## config.mk

```make
export PLATFORM = sky130hd
export DESIGN_NAME = rtc_time_sync_converter
export DESIGN_NICKNAME = d
export VERILOG_FILES = /design/src/rtl/core/rtsc_pkg.sv /design/src/rtl/core/rtsc_front.sv /design/src/rtl/core/rtsc_queue.sv /design/src/rtl/core/rtsc_back.sv /design/src/rtl/core/rtc_time_sync_converter.sv
export VERILOG_INCLUDE_DIRS = /design/src /design/src/rtl/core
export SDC_FILE = /design/constraint.sdc
export NUM_CORES = 2
export LEC_CHECK = 0
export BUFFER_PORTS_ARGS = -buffer_cell sky130_fd_sc_hd__buf_2
export CELL_PAD_IN_SITES_DETAIL_PLACEMENT = 2
export CELL_PAD_IN_SITES_GLOBAL_PLACEMENT = 2
export CORE_MARGIN = 4
export CORE_UTILIZATION = 35
export CTS_BUF_LIST = sky130_fd_sc_hd__clkbuf_2
export DETAILED_ROUTE_END_ITERATION = 6
export PLACE_DENSITY = 0.76
export SLEW_MARGIN = 10
export SYNTH_ARGS = -nofsm -noshare
export SYNTH_HDL_FRONTEND = slang
export SYNTH_HIERARCHICAL = 1
export SYNTH_SLANG_ARGS = --single-unit
```

## constraint.sdc

```tcl
create_clock -name clk -period 32.5 [get_ports clk]
set_clock_uncertainty 0.2 [all_clocks]
set_input_delay 3.25 -clock clk [delete_from_list [all_inputs] [get_ports clk]]
set_output_delay 3.25 -clock clk [all_outputs]
set_load 0.05 [all_outputs]
```

## src/rtl/core/rtc_time_sync_converter_macros.svh

```systemverilog
// Assertion macros shared by the time-sync converter RTL.
`ifndef RTC_TIME_SYNC_CONVERTER_MACROS_SVH
`define RTC_TIME_SYNC_CONVERTER_MACROS_SVH
`ifndef ASSERT_OFF
// Checked on every clock edge outside reset.
`define RTSC_ASSERT(name, prop, msg) \
	name: assert property (@(posedge clk) disable iff (!arst_n) prop) else $error(msg);
// Checked on every clock edge, reset included.
`define RTSC_ASSERT_ALWAYS(name, prop, msg) \
	name: assert property (@(posedge clk) prop) else $error(msg);
`else
`define RTSC_ASSERT(name, prop, msg)
`define RTSC_ASSERT_ALWAYS(name, prop, msg)
`endif
`endif

```

## src/rtl/core/rtsc_pkg.sv

```systemverilog
// Types, constants and helper functions of the time-sync converter.
`timescale 1ns / 1ps
`default_nettype none
package rtsc_pkg;

	// Local seconds stay below 2^23: 4294967 s of UTC plus at most 19660 minutes of zone.
	localparam int SECS_W = 23;
	// Whole days in that span fit in 6 bits.
	localparam int DAYS_W = 6;
	// Years walked run from 1970 to 2100.
	localparam int YEAR_W = 12;

	localparam logic [YEAR_W-1:0] EPOCH_YEAR = 12'd1970;
	localparam logic [YEAR_W-1:0] LAST_YEAR  = 12'd2099;

	localparam logic [SECS_W-1:0] SECS_PER_DAY  = 23'd86400;
	localparam logic [SECS_W-1:0] SECS_PER_HOUR = 23'd3600;
	localparam logic [SECS_W-1:0] SECS_PER_MIN  = 23'd60;

	// ms / 1000 as (ms * MS_RECIP) >> MS_SHIFT, exact over all 32-bit inputs.
	localparam logic [28:0] MS_RECIP = 29'd274877907;
	localparam int          MS_SHIFT = 38;
	localparam int          MS_PROD_W = 61;

	// x / 100 as (x * ZONE_RECIP) >> ZONE_SHIFT, exact for x below 2^21.
	localparam logic [21:0] ZONE_RECIP = 22'd2684355;
	localparam int          ZONE_SHIFT = 28;
	localparam int          ZONE_PROD_W = 43;
	localparam int          ZONE_W = 15;
	localparam logic [ZONE_W-1:0] ZONE_MAX = 15'd19660;

	localparam logic [3:0] LAST_MONTH = 4'd12;

	// One sync message.
	typedef struct packed {
		logic              op;
		logic [31:0]       timestamp_ms;
		logic signed [15:0] tz_hundredths;
		logic [15:0]       cal_year;
		logic [7:0]        cal_month;
		logic [7:0]        cal_day;
		logic [7:0]        cal_hour;
		logic [7:0]        cal_minute;
		logic [7:0]        cal_second;
		logic [7:0]        day_index;
	} in_t;

	// One RTC write.
	typedef struct packed {
		logic        rtc_write;
		logic [15:0] full_year;
		logic [7:0]  rtc_year;
		logic [3:0]  month_out;
		logic [4:0]  day_out;
		logic [4:0]  hour_out;
		logic [5:0]  minute_out;
		logic [5:0]  second_out;
		logic [2:0]  weekday;
		logic        time_valid;
	} out_t;

	// Work handed from front to back: either a finished result or local seconds to convert.
	typedef struct packed {
		logic              conv;
		logic [SECS_W-1:0] secs;
		out_t              res;
	} job_t;

	// Only 2000 is a century year between 1970 and 2099, and it is leap.
	function automatic logic leap_year(input logic [YEAR_W-1:0] y);
		return (y[1:0] == 2'd0);
	endfunction

	function automatic logic [8:0] year_days(input logic [YEAR_W-1:0] y);
		return leap_year(y) ? 9'd366 : 9'd365;
	endfunction

	function automatic logic [4:0] month_days(input logic [3:0] mon, input logic leap);
		logic [4:0] d;
		d = 5'd31;
		if (mon inside {4'd4, 4'd6, 4'd9, 4'd11}) begin
			d = 5'd30;
		end else if (mon == 4'd2) begin
			d = leap ? 5'd29 : 5'd28;
		end
		return d;
	endfunction

	// Two-digit RTC year, low 8 bits of the offset from 2000 or 1900.
	function automatic logic [7:0] short_year(input logic [15:0] y);
		logic [15:0] d;
		d = '0;
		if (y >= 16'd2000) begin
			d = y - 16'd2000;
		end else if (y >= 16'd1900) begin
			d = y - 16'd1900;
		end
		return d[7:0];
	endfunction

endpackage
`default_nettype wire

```

## src/rtl/core/rtsc_front.sv

```systemverilog
// Front end: takes sync messages, checks calendar fields, scales milliseconds and zone.
`timescale 1ns / 1ps
`default_nettype none
`include "rtc_time_sync_converter_macros.svh"
module rtsc_front import rtsc_pkg::*; (
	input  logic clk,
	input  logic arst_n,
	input  in_t  sync_msg,
	input  logic push,
	output logic full,
	output job_t job,
	output logic job_push,
	input  logic job_full
);

	logic v_s1, v_s2, v_s3, v_s4;
	logic adv;
	logic accept;

	in_t msg_s1;

	logic              op_s2;
	logic [31:0]       ms_s2;
	logic              neg_s2;
	logic [ZONE_W-1:0] zabs_s2;
	out_t              res_s2;

	logic              op_s3;
	logic [SECS_W-1:0] utc_s3;
	logic              neg_s3;
	logic [ZONE_W-1:0] zabs_s3;
	out_t              res_s3;

	job_t        job_s4;
	logic [15:0] zone_minutes_q;

	// Stage 2 signals
	logic                   tz_neg;
	logic [15:0]            tz_raw;
	logic [15:0]            tz_abs;
	logic [20:0]            tz_x60;
	logic [ZONE_PROD_W-1:0] zone_prod;
	logic                   cal_ok;
	logic [2:0]             wd;
	out_t                   cal_res;

	// Stage 3 signals
	logic [MS_PROD_W-1:0] ms_prod;

	// Stage 4 signals
	logic [20:0]       zsec;
	logic [SECS_W-1:0] zsec_ext;
	logic              neg_bad;
	logic [SECS_W-1:0] secs;
	logic [15:0]       zone_min;
	job_t              job_d;

	// Whole pipeline moves together; it holds only while the last beat waits on the queue
	assign adv      = !(v_s4 && job_full);
	assign full     = !adv;
	assign accept   = push && !full;
	assign job_push = v_s4 && !job_full;
	assign job      = job_s4;

	// Zone magnitude to minutes, calendar check
	always_comb begin
		tz_raw    = msg_s1.tz_hundredths;
		tz_neg    = tz_raw[15];
		tz_abs    = tz_neg ? (16'd0 - tz_raw) : tz_raw;
		tz_x60    = ({5'd0, tz_abs} << 6) - ({5'd0, tz_abs} << 2);
		zone_prod = ZONE_PROD_W'(tz_x60) * ZONE_PROD_W'(ZONE_RECIP);

		cal_ok = (msg_s1.cal_month inside {[8'd1:8'd12]}) &&
			(msg_s1.cal_day inside {[8'd1:8'd31]}) &&
			(msg_s1.cal_hour <= 8'd23) &&
			(msg_s1.cal_minute <= 8'd59) &&
			(msg_s1.cal_second <= 8'd59);

		if (msg_s1.day_index == 8'd0) begin
			wd = 3'd7;
		end else if (msg_s1.day_index <= 8'd6) begin
			wd = msg_s1.day_index[2:0];
		end else begin
			wd = 3'd1;
		end

		cal_res = '0;
		if (cal_ok) begin
			cal_res.rtc_write  = 1'b1;
			cal_res.full_year  = msg_s1.cal_year;
			cal_res.rtc_year   = short_year(msg_s1.cal_year);
			cal_res.month_out  = msg_s1.cal_month[3:0];
			cal_res.day_out    = msg_s1.cal_day[4:0];
			cal_res.hour_out   = msg_s1.cal_hour[4:0];
			cal_res.minute_out = msg_s1.cal_minute[5:0];
			cal_res.second_out = msg_s1.cal_second[5:0];
			cal_res.weekday    = wd;
			cal_res.time_valid = 1'b1;
		end
	end

	// Milliseconds to UTC seconds
	assign ms_prod = MS_PROD_W'(ms_s2) * MS_PROD_W'(MS_RECIP);

	// Apply the zone and classify
	always_comb begin
		zsec     = ({6'd0, zabs_s3} << 6) - ({6'd0, zabs_s3} << 2);
		zsec_ext = SECS_W'(zsec);
		neg_bad  = neg_s3 && (utc_s3 < zsec_ext);
		secs     = neg_s3 ? (utc_s3 - zsec_ext) : (utc_s3 + zsec_ext);
		zone_min = neg_s3 ? (16'd0 - {1'b0, zabs_s3}) : {1'b0, zabs_s3};

		job_d.conv = op_s3 && !neg_bad;
		job_d.secs = secs;
		job_d.res  = op_s3 ? out_t'('0) : res_s3;
	end

	// Stage valid bits and stored zone
	always_ff @(posedge clk or negedge arst_n) begin
		if (!arst_n) begin
			v_s1           <= 1'b0;
			v_s2           <= 1'b0;
			v_s3           <= 1'b0;
			v_s4           <= 1'b0;
			zone_minutes_q <= '0;
		end else if (adv) begin
			v_s1 <= accept;
			v_s2 <= v_s1;
			v_s3 <= v_s2;
			v_s4 <= v_s3;
			if (v_s3) begin
				zone_minutes_q <= zone_min;
			end
		end
	end

	// Stage payload
	always_ff @(posedge clk) begin
		if (adv) begin
			msg_s1  <= sync_msg;

			op_s2   <= msg_s1.op;
			ms_s2   <= msg_s1.timestamp_ms;
			neg_s2  <= tz_neg;
			zabs_s2 <= zone_prod[ZONE_SHIFT+ZONE_W-1:ZONE_SHIFT];
			res_s2  <= cal_res;

			op_s3   <= op_s2;
			utc_s3  <= ms_prod[MS_SHIFT+SECS_W-1:MS_SHIFT];
			neg_s3  <= neg_s2;
			zabs_s3 <= zabs_s2;
			res_s3  <= res_s2;

			job_s4  <= job_d;
		end
	end

	`RTSC_ASSERT(a_zone_range,
		($signed(zone_minutes_q) <= $signed({1'b0, ZONE_MAX})) &&
		($signed(zone_minutes_q) >= -$signed({1'b0, ZONE_MAX})),
		"stored zone out of range")
	`RTSC_ASSERT(a_stall_hold, v_s4 && job_full |=> v_s4 && $stable(job_s4),
		"stalled job changed")
	`RTSC_ASSERT_ALWAYS(a_conv_clean, v_s4 && job_s4.conv |-> job_s4.res == out_t'('0),
		"conversion job carries a result")

endmodule
`default_nettype wire

```

## src/rtl/core/rtsc_queue.sv

```systemverilog
// Short job queue between the front end and the converter.
`timescale 1ns / 1ps
`default_nettype none
module rtsc_queue import rtsc_pkg::*; #(
	parameter int DEPTH = 2
) (
	input  logic clk,
	input  logic arst_n,
	input  job_t wr_data,
	input  logic wr_en,
	output logic full,
	output job_t rd_data,
	input  logic rd_en,
	output logic empty
);

	localparam int PTR_W = $clog2(DEPTH);
	localparam int CNT_W = $clog2(DEPTH + 1);
	localparam logic [PTR_W-1:0] LAST_PTR = PTR_W'(DEPTH - 1);
	localparam logic [CNT_W-1:0] FULL_CNT = CNT_W'(DEPTH);

	job_t             mem_q [DEPTH];
	logic [PTR_W-1:0] wr_ptr_q;
	logic [PTR_W-1:0] rd_ptr_q;
	logic [CNT_W-1:0] count_q;
	logic             do_wr;
	logic             do_rd;

	assign full    = (count_q == FULL_CNT);
	assign empty   = (count_q == '0);
	assign do_wr   = wr_en && !full;
	assign do_rd   = rd_en && !empty;
	assign rd_data = mem_q[rd_ptr_q];

	// Pointers and fill count
	always_ff @(posedge clk or negedge arst_n) begin
		if (!arst_n) begin
			wr_ptr_q <= '0;
			rd_ptr_q <= '0;
			count_q  <= '0;
		end else begin
			if (do_wr) begin
				wr_ptr_q <= (wr_ptr_q == LAST_PTR) ? '0 : wr_ptr_q + 1'b1;
			end
			if (do_rd) begin
				rd_ptr_q <= (rd_ptr_q == LAST_PTR) ? '0 : rd_ptr_q + 1'b1;
			end
			if (do_wr && !do_rd) begin
				count_q <= count_q + 1'b1;
			end else if (do_rd && !do_wr) begin
				count_q <= count_q - 1'b1;
			end
		end
	end

	// Entry storage
	always_ff @(posedge clk) begin
		if (do_wr) begin
			mem_q[wr_ptr_q] <= wr_data;
		end
	end

endmodule
`default_nettype wire

```

## src/rtl/core/rtsc_back.sv

```systemverilog
// Back end: splits local seconds, walks years and months, holds the output beat.
`timescale 1ns / 1ps
`default_nettype none
`include "rtc_time_sync_converter_macros.svh"
module rtsc_back import rtsc_pkg::*; (
	input  logic clk,
	input  logic arst_n,
	input  job_t job,
	input  logic job_empty,
	output logic job_pop,
	output out_t rtc_cmd,
	output logic empty,
	input  logic pop
);

	localparam logic [2:0] ST_IDLE   = 3'd0;
	localparam logic [2:0] ST_DAYS   = 3'd1;
	localparam logic [2:0] ST_HOURS  = 3'd2;
	localparam logic [2:0] ST_MINS   = 3'd3;
	localparam logic [2:0] ST_YEARS  = 3'd4;
	localparam logic [2:0] ST_MONTHS = 3'd5;
	localparam logic [2:0] ST_EMIT   = 3'd6;

	logic [2:0]        state_q;
	logic [SECS_W-1:0] rem_q;
	logic [DAYS_W-1:0] days_q;
	logic [4:0]        hour_q;
	logic [5:0]        min_q;
	logic [YEAR_W-1:0] year_q;
	logic [3:0]        mon_q;
	out_t              res_q;

	out_t out_q;
	logic out_valid_q;
	logic valid_flag_q;

	logic       out_free;
	logic       load;
	logic       leap;
	logic [8:0] days_ext;
	logic [8:0] diy;
	logic [4:0] dim;
	out_t       unix_res;

	assign out_free = !out_valid_q || pop;
	assign load     = (state_q == ST_EMIT) && out_free;
	assign job_pop  = (state_q == ST_IDLE) && !job_empty;
	assign empty    = !out_valid_q;
	assign rtc_cmd  = out_q;

	// Year and month step values, and the finished Unix result
	always_comb begin
		leap     = leap_year(year_q);
		days_ext = {{(9 - DAYS_W){1'b0}}, days_q};
		diy      = year_days(year_q);
		dim      = month_days(mon_q, leap);

		unix_res            = '0;
		unix_res.rtc_write  = 1'b1;
		unix_res.full_year  = 16'(year_q);
		unix_res.rtc_year   = short_year(16'(year_q));
		unix_res.month_out  = mon_q;
		unix_res.day_out    = 5'(days_ext + 9'd1);
		unix_res.hour_out   = hour_q;
		unix_res.minute_out = min_q;
		unix_res.second_out = rem_q[5:0];
		unix_res.weekday    = 3'd1;
		unix_res.time_valid = 1'b1;
	end

	// Conversion sequencer, one subtract and compare per cycle
	always_ff @(posedge clk or negedge arst_n) begin
		if (!arst_n) begin
			state_q <= ST_IDLE;
		end else begin
			case (state_q)
				ST_IDLE: begin
					if (!job_empty) begin
						state_q <= job.conv ? ST_DAYS : ST_EMIT;
					end
				end
				ST_DAYS: begin
					if (rem_q < SECS_PER_DAY) begin
						state_q <= ST_HOURS;
					end
				end
				ST_HOURS: begin
					if (rem_q < SECS_PER_HOUR) begin
						state_q <= ST_MINS;
					end
				end
				ST_MINS: begin
					if (rem_q < SECS_PER_MIN) begin
						state_q <= ST_YEARS;
					end
				end
				ST_YEARS: begin
					if (year_q > LAST_YEAR) begin
						state_q <= ST_EMIT;
					end else if (days_ext < diy) begin
						state_q <= ST_MONTHS;
					end
				end
				ST_MONTHS: begin
					if ((mon_q == LAST_MONTH) || (days_ext < 9'(dim))) begin
						state_q <= ST_EMIT;
					end
				end
				ST_EMIT: begin
					if (out_free) begin
						state_q <= ST_IDLE;
					end
				end
				default: begin
					state_q <= ST_IDLE;
				end
			endcase
		end
	end

	// Sequencer datapath
	always_ff @(posedge clk) begin
		case (state_q)
			ST_IDLE: begin
				rem_q  <= job.secs;
				days_q <= '0;
				res_q  <= job.res;
			end
			ST_DAYS: begin
				if (rem_q >= SECS_PER_DAY) begin
					rem_q  <= rem_q - SECS_PER_DAY;
					days_q <= days_q + 1'b1;
				end else begin
					hour_q <= '0;
				end
			end
			ST_HOURS: begin
				if (rem_q >= SECS_PER_HOUR) begin
					rem_q  <= rem_q - SECS_PER_HOUR;
					hour_q <= hour_q + 1'b1;
				end else begin
					min_q <= '0;
				end
			end
			ST_MINS: begin
				if (rem_q >= SECS_PER_MIN) begin
					rem_q <= rem_q - SECS_PER_MIN;
					min_q <= min_q + 1'b1;
				end else begin
					year_q <= EPOCH_YEAR;
				end
			end
			ST_YEARS: begin
				if (year_q > LAST_YEAR) begin
					res_q <= '0;
				end else if (days_ext < diy) begin
					mon_q <= 4'd1;
				end else begin
					days_q <= DAYS_W'(days_ext - diy);
					year_q <= year_q + 1'b1;
				end
			end
			ST_MONTHS: begin
				if ((mon_q == LAST_MONTH) || (days_ext < 9'(dim))) begin
					res_q <= unix_res;
				end else begin
					days_q <= DAYS_W'(days_ext - 9'(dim));
					mon_q  <= mon_q + 1'b1;
				end
			end
			default: begin
			end
		endcase
	end

	// Output beat register and time-valid flag
	always_ff @(posedge clk or negedge arst_n) begin
		if (!arst_n) begin
			out_valid_q  <= 1'b0;
			valid_flag_q <= 1'b0;
		end else if (load) begin
			out_valid_q  <= 1'b1;
			valid_flag_q <= res_q.time_valid;
		end else if (pop) begin
			out_valid_q <= 1'b0;
		end
	end

	always_ff @(posedge clk) begin
		if (load) begin
			out_q <= res_q;
		end
	end

	`RTSC_ASSERT_ALWAYS(a_flag_match, out_valid_q |-> out_q.time_valid == valid_flag_q, "valid flag differs from waiting beat")
	`RTSC_ASSERT(a_pop_busy, job_pop |=> state_q != ST_IDLE, "job taken but sequencer idle")
	`RTSC_ASSERT(a_date_range, out_valid_q && out_q.rtc_write |-> (out_q.month_out >= 4'd1) && (out_q.month_out <= 4'd12) && (out_q.day_out != 5'd0), "written date out of range")

endmodule
`default_nettype wire

```

## src/rtl/core/rtc_time_sync_converter.sv

```systemverilog
// Top level of the time-sync to RTC write converter.
`timescale 1ns / 1ps
`default_nettype none
// Each accepted sync message gives exactly one output beat on rtc_cmd, in order; rtc_write is
// clear in that beat when the message is rejected. A calendar message (op 0) crosses the
// four-stage front pipeline, the job queue and the back end's idle and emit states, and empty
// drops when its beat loads the output register. A Unix message (op 1) also runs through the
// back end's subtract-and-count sequencer, one step per cycle: one per whole day of local time
// (at most 63), per hour (at most 23) and per minute (at most 59), plus a last compare to leave
// each of those loops. 32-bit milliseconds plus the largest zone span under 64 days, so the
// year walk stops in 1970 after one compare and the month walk takes at most three steps. A
// beat that waits to be popped holds the sequencer in its emit step. A queue of QUEUE_DEPTH
// jobs sits between the front and the back, so messages keep being taken while a conversion
// runs and while a finished beat waits to be popped, until the queue and front pipeline fill.
module rtc_time_sync_converter import rtsc_pkg::*; #(
	parameter int QUEUE_DEPTH = 2
) (
	input  logic clk,
	input  logic arst_n,
	input  in_t  sync_msg,
	input  logic push,
	output logic full,
	output out_t rtc_cmd,
	output logic empty,
	input  logic pop
);

	job_t fq_wr_data;
	logic fq_wr_en;
	logic fq_full;
	job_t fq_rd_data;
	logic fq_rd_en;
	logic fq_empty;

	rtsc_front u_front (
		.clk      (clk),
		.arst_n   (arst_n),
		.sync_msg (sync_msg),
		.push     (push),
		.full     (full),
		.job      (fq_wr_data),
		.job_push (fq_wr_en),
		.job_full (fq_full)
	);

	rtsc_queue #(
		.DEPTH (QUEUE_DEPTH)
	) u_queue (
		.clk     (clk),
		.arst_n  (arst_n),
		.wr_data (fq_wr_data),
		.wr_en   (fq_wr_en),
		.full    (fq_full),
		.rd_data (fq_rd_data),
		.rd_en   (fq_rd_en),
		.empty   (fq_empty)
	);

	rtsc_back u_back (
		.clk       (clk),
		.arst_n    (arst_n),
		.job       (fq_rd_data),
		.job_empty (fq_empty),
		.job_pop   (fq_rd_en),
		.rtc_cmd   (rtc_cmd),
		.empty     (empty),
		.pop       (pop)
	);

endmodule
`default_nettype wire
```

==> impl_metrics.env <==
export IMPL_cts_tree="done"
export IMPL_critPathSlowestCell="edfxtp_1"
export IMPL_wl_per_cell_microns=22.12
export IMPL_grt_remaining_overflow=0
export IMPL_arrival_ps=12610
export IMPL_outcome="finished clean"
export IMPL_cts_buffers_inserted=193
export IMPL_first_pass_iters=5
export IMPL_r2r_end="u_front/zabs_s2[7]"
export IMPL_synthesis_instances=4323
export IMPL_cap_violations=0
export IMPL_die_h_microns=397.2
export IMPL_n_fill_cell=15710
export IMPL_synth_seq_area_share_pct=40.89
export IMPL_grt_pass1_vias=39010
export IMPL_fp_row_count=142
export IMPL_io_pins=174
export IMPL_cts_buffer_depth=3
export IMPL_layout_nets=5913
export IMPL_setup_violations_final=0
export IMPL_vias=33680
export IMPL_synth_area_sq_um=53020
export IMPL_drc=0
export IMPL_max_stage_delay_ps=770
export IMPL_grt_max_degree=72
export IMPL_hold_ws_ps=130.5
export IMPL_worstSetupPathType="reg -> reg"
export IMPL_dp_hpwl_mm=119.0
export IMPL_fmaxAchievable_ghz=0.08647
export IMPL_dieArea_sq_um=157800
export IMPL_drtIter0Drc=1649
export IMPL_path_max_fanout=14
export IMPL_fin_crit_ps=11570
export IMPL_yosysWarnings=6
export IMPL_worstHoldStart="u_front/zabs_s2[5]"
export IMPL_r2r_start="u_front/tz_raw[0]"
export IMPL_min_to="u_front/zabs_s3[5]"
export IMPL_port_buffer_count=173
export IMPL_clkSlewWorstSetupHoldPaths_ps=100
export IMPL_regToRegSetupSlack_ps=20930
export IMPL_syn_to_final_growth_pct=9.533
export IMPL_ctsResizeCount=0
export IMPL_seqCellArea_sq_um=21680
export IMPL_start_util_pct=35.32
export IMPL_syn_nets=5577
export IMPL_synthDistinctLibCells=103
export IMPL_relSlewSlack_pct=13.43
export IMPL_synth_top_flop_cell="edfxtp_1"
export IMPL_end_kind="flop"
export IMPL_finalSetupTns_ps=0
export IMPL_holdPathStages=0
export IMPL_synth_area_per_cell_sq_um=12.27
export IMPL_r2r_cells=38
export IMPL_fin_crit_sh_pct=35.59
export IMPL_worst_pin_slew_ps=1266
export IMPL_routed_wl_mm=150.8
export IMPL_start_kind="flop"
export IMPL_postCtsSetupBuffers=0
export IMPL_critical_path_most_common_cell="inv_1"
export IMPL_gp_congestion=0.8605
export IMPL_via_per_inst=4.942
export IMPL_hold_violations=0
export IMPL_multi_input_comb_area_sq_um=27530
export IMPL_cp_required_ps=33540
export IMPL_rsz0062_at_grt="no"
export IMPL_yosys_register_bits=724
export IMPL_cp_num_buf_inv=7
export IMPL_drive_gt1_share_pct=13.47
export IMPL_synth_edf_count=712
export IMPL_hp_class="reg -> reg"
export IMPL_grtUsageTotal_pct=19.35
export IMPL_final_common_cell="inv_1"
export IMPL_ys_async_sr_fraction_pct=1.657
export IMPL_path_delay_family="adder cells"
export IMPL_fp_coreArea_sq_um=150100
export IMPL_layout_common_cells="inv_1 (905), edfxtp_1 (712), ha_1 (701)"
export IMPL_chipWidth_microns=397.2
export IMPL_cts_root_buf="clkbuf_2"
export IMPL_postRouteAntennaNets=0
export IMPL_drv_slew=0
export IMPL_hold_buffers=0
export IMPL_htree_levels=4
export IMPL_cts_sinks=724
export IMPL_clk_latency_ps=1600
export IMPL_grt_first_pass_wirelength_mm=234.8
export IMPL_antenna_found_initial=9
state kept, by name (all words and copies together) (netlist names), 2 cells and up:
name,flops
u_front/job,78
u_front/res_s3,54
u_front/res_s2,54
u_back/year_q,12
u_back/mon_q,4
u_front/utc_s3,23
u_back/rtc_cmd,55
u_front/msg_s1,97
u_front/zabs_s3,15
u_queue/count_q,2
u_front/tz_raw,16
u_back/rem_q,23
u_back/state_q,3
u_queue/mem_q,158
u_back/min_q,6
u_front/ms_s2,32
u_front/zabs_s2,15
u_back/res_q,55
u_back/hour_q,5
u_back/days_q,6
synth_stat cells, types with 55 or more instances:
library cell	n	area share, %
a21o_1	66	0.93
a21oi_1	126	1.2
edfxtp_1	712	40
fa_1	436	16
ha_1	701	17
inv_1	905	6.4
mux2_4	79	2.2
nand2_1	148	1.0
nand3_1	55	0.52
nor2_1	163	1.2
nor2b_1	83	0.98
o21ai_0	100	0.94
xnor2_1	111	1.8
cell type report:
type | count | area share, %
multi-input combinational | 2616 | 47.39
sequential | 724 | 37.34
inverter | 909 | 5.875
tap | 2016 | 4.343
clock buffer | 272 | 2.344
timing repair buffer | 215 | 2.034
clock inverter | 52 | 0.6269
antenna | 11 | 0.04740
cells by family (layout without fill, tap and decap cells):
family	count (synthesis)	after routing	share of synthesized area, %
xor+xnor	167	167	2.829
fa+ha+maj	1138	1138	33.02
other cells	0	11	0
compound gates	522	522	6.636
simple gates	698	698	6.857
flops	724	724	40.89
buf+inv	983	1448	7.289
mux	91	91	2.478
per-layer routing:
metal	wire length [microns]	track usage, %
met5	10	0
met4	3573	5.454
met3	5827	3.246
met2	77350	34.38
met1	64020	24.22
worst max-delay path by stage:
stage	to	from	depth (start not counted)	slack [ps]
after floorplan	full	u_queue/count_q[0]	4	17350
after global placement	u_front/zabs_s2[7]	u_front/tz_raw[0]	38	21130
after detailed placement	u_front/zabs_s2[7]	u_front/tz_raw[0]	38	20870
after CTS	u_front/zabs_s2[7]	u_front/tz_raw[0]	38	20730
after global routing	u_front/zabs_s2[7]	u_front/tz_raw[0]	38	19950
final	u_front/zabs_s2[7]	u_front/tz_raw[0]	38	20930
stage by stage:
step | setup slack, ps | utilization, % | cells | area (sq um)
after floorplan | 17350 | - | 4323 | 53020
after global placement | 21130 | 37.52 | 6480 | 56330
after detailed placement | 20870 | 37.52 | 6480 | 56330
after CTS | 20730 | 38.67 | 6804 | 58050
after global routing | 19950 | 38.68 | 6812 | 58070
final | 20930 | 38.68 | 6815 | 58080
Power is left out: the tool's default activity adds up to more than one toggle a clock period on the data nets, which glitch-free logic cannot reach.
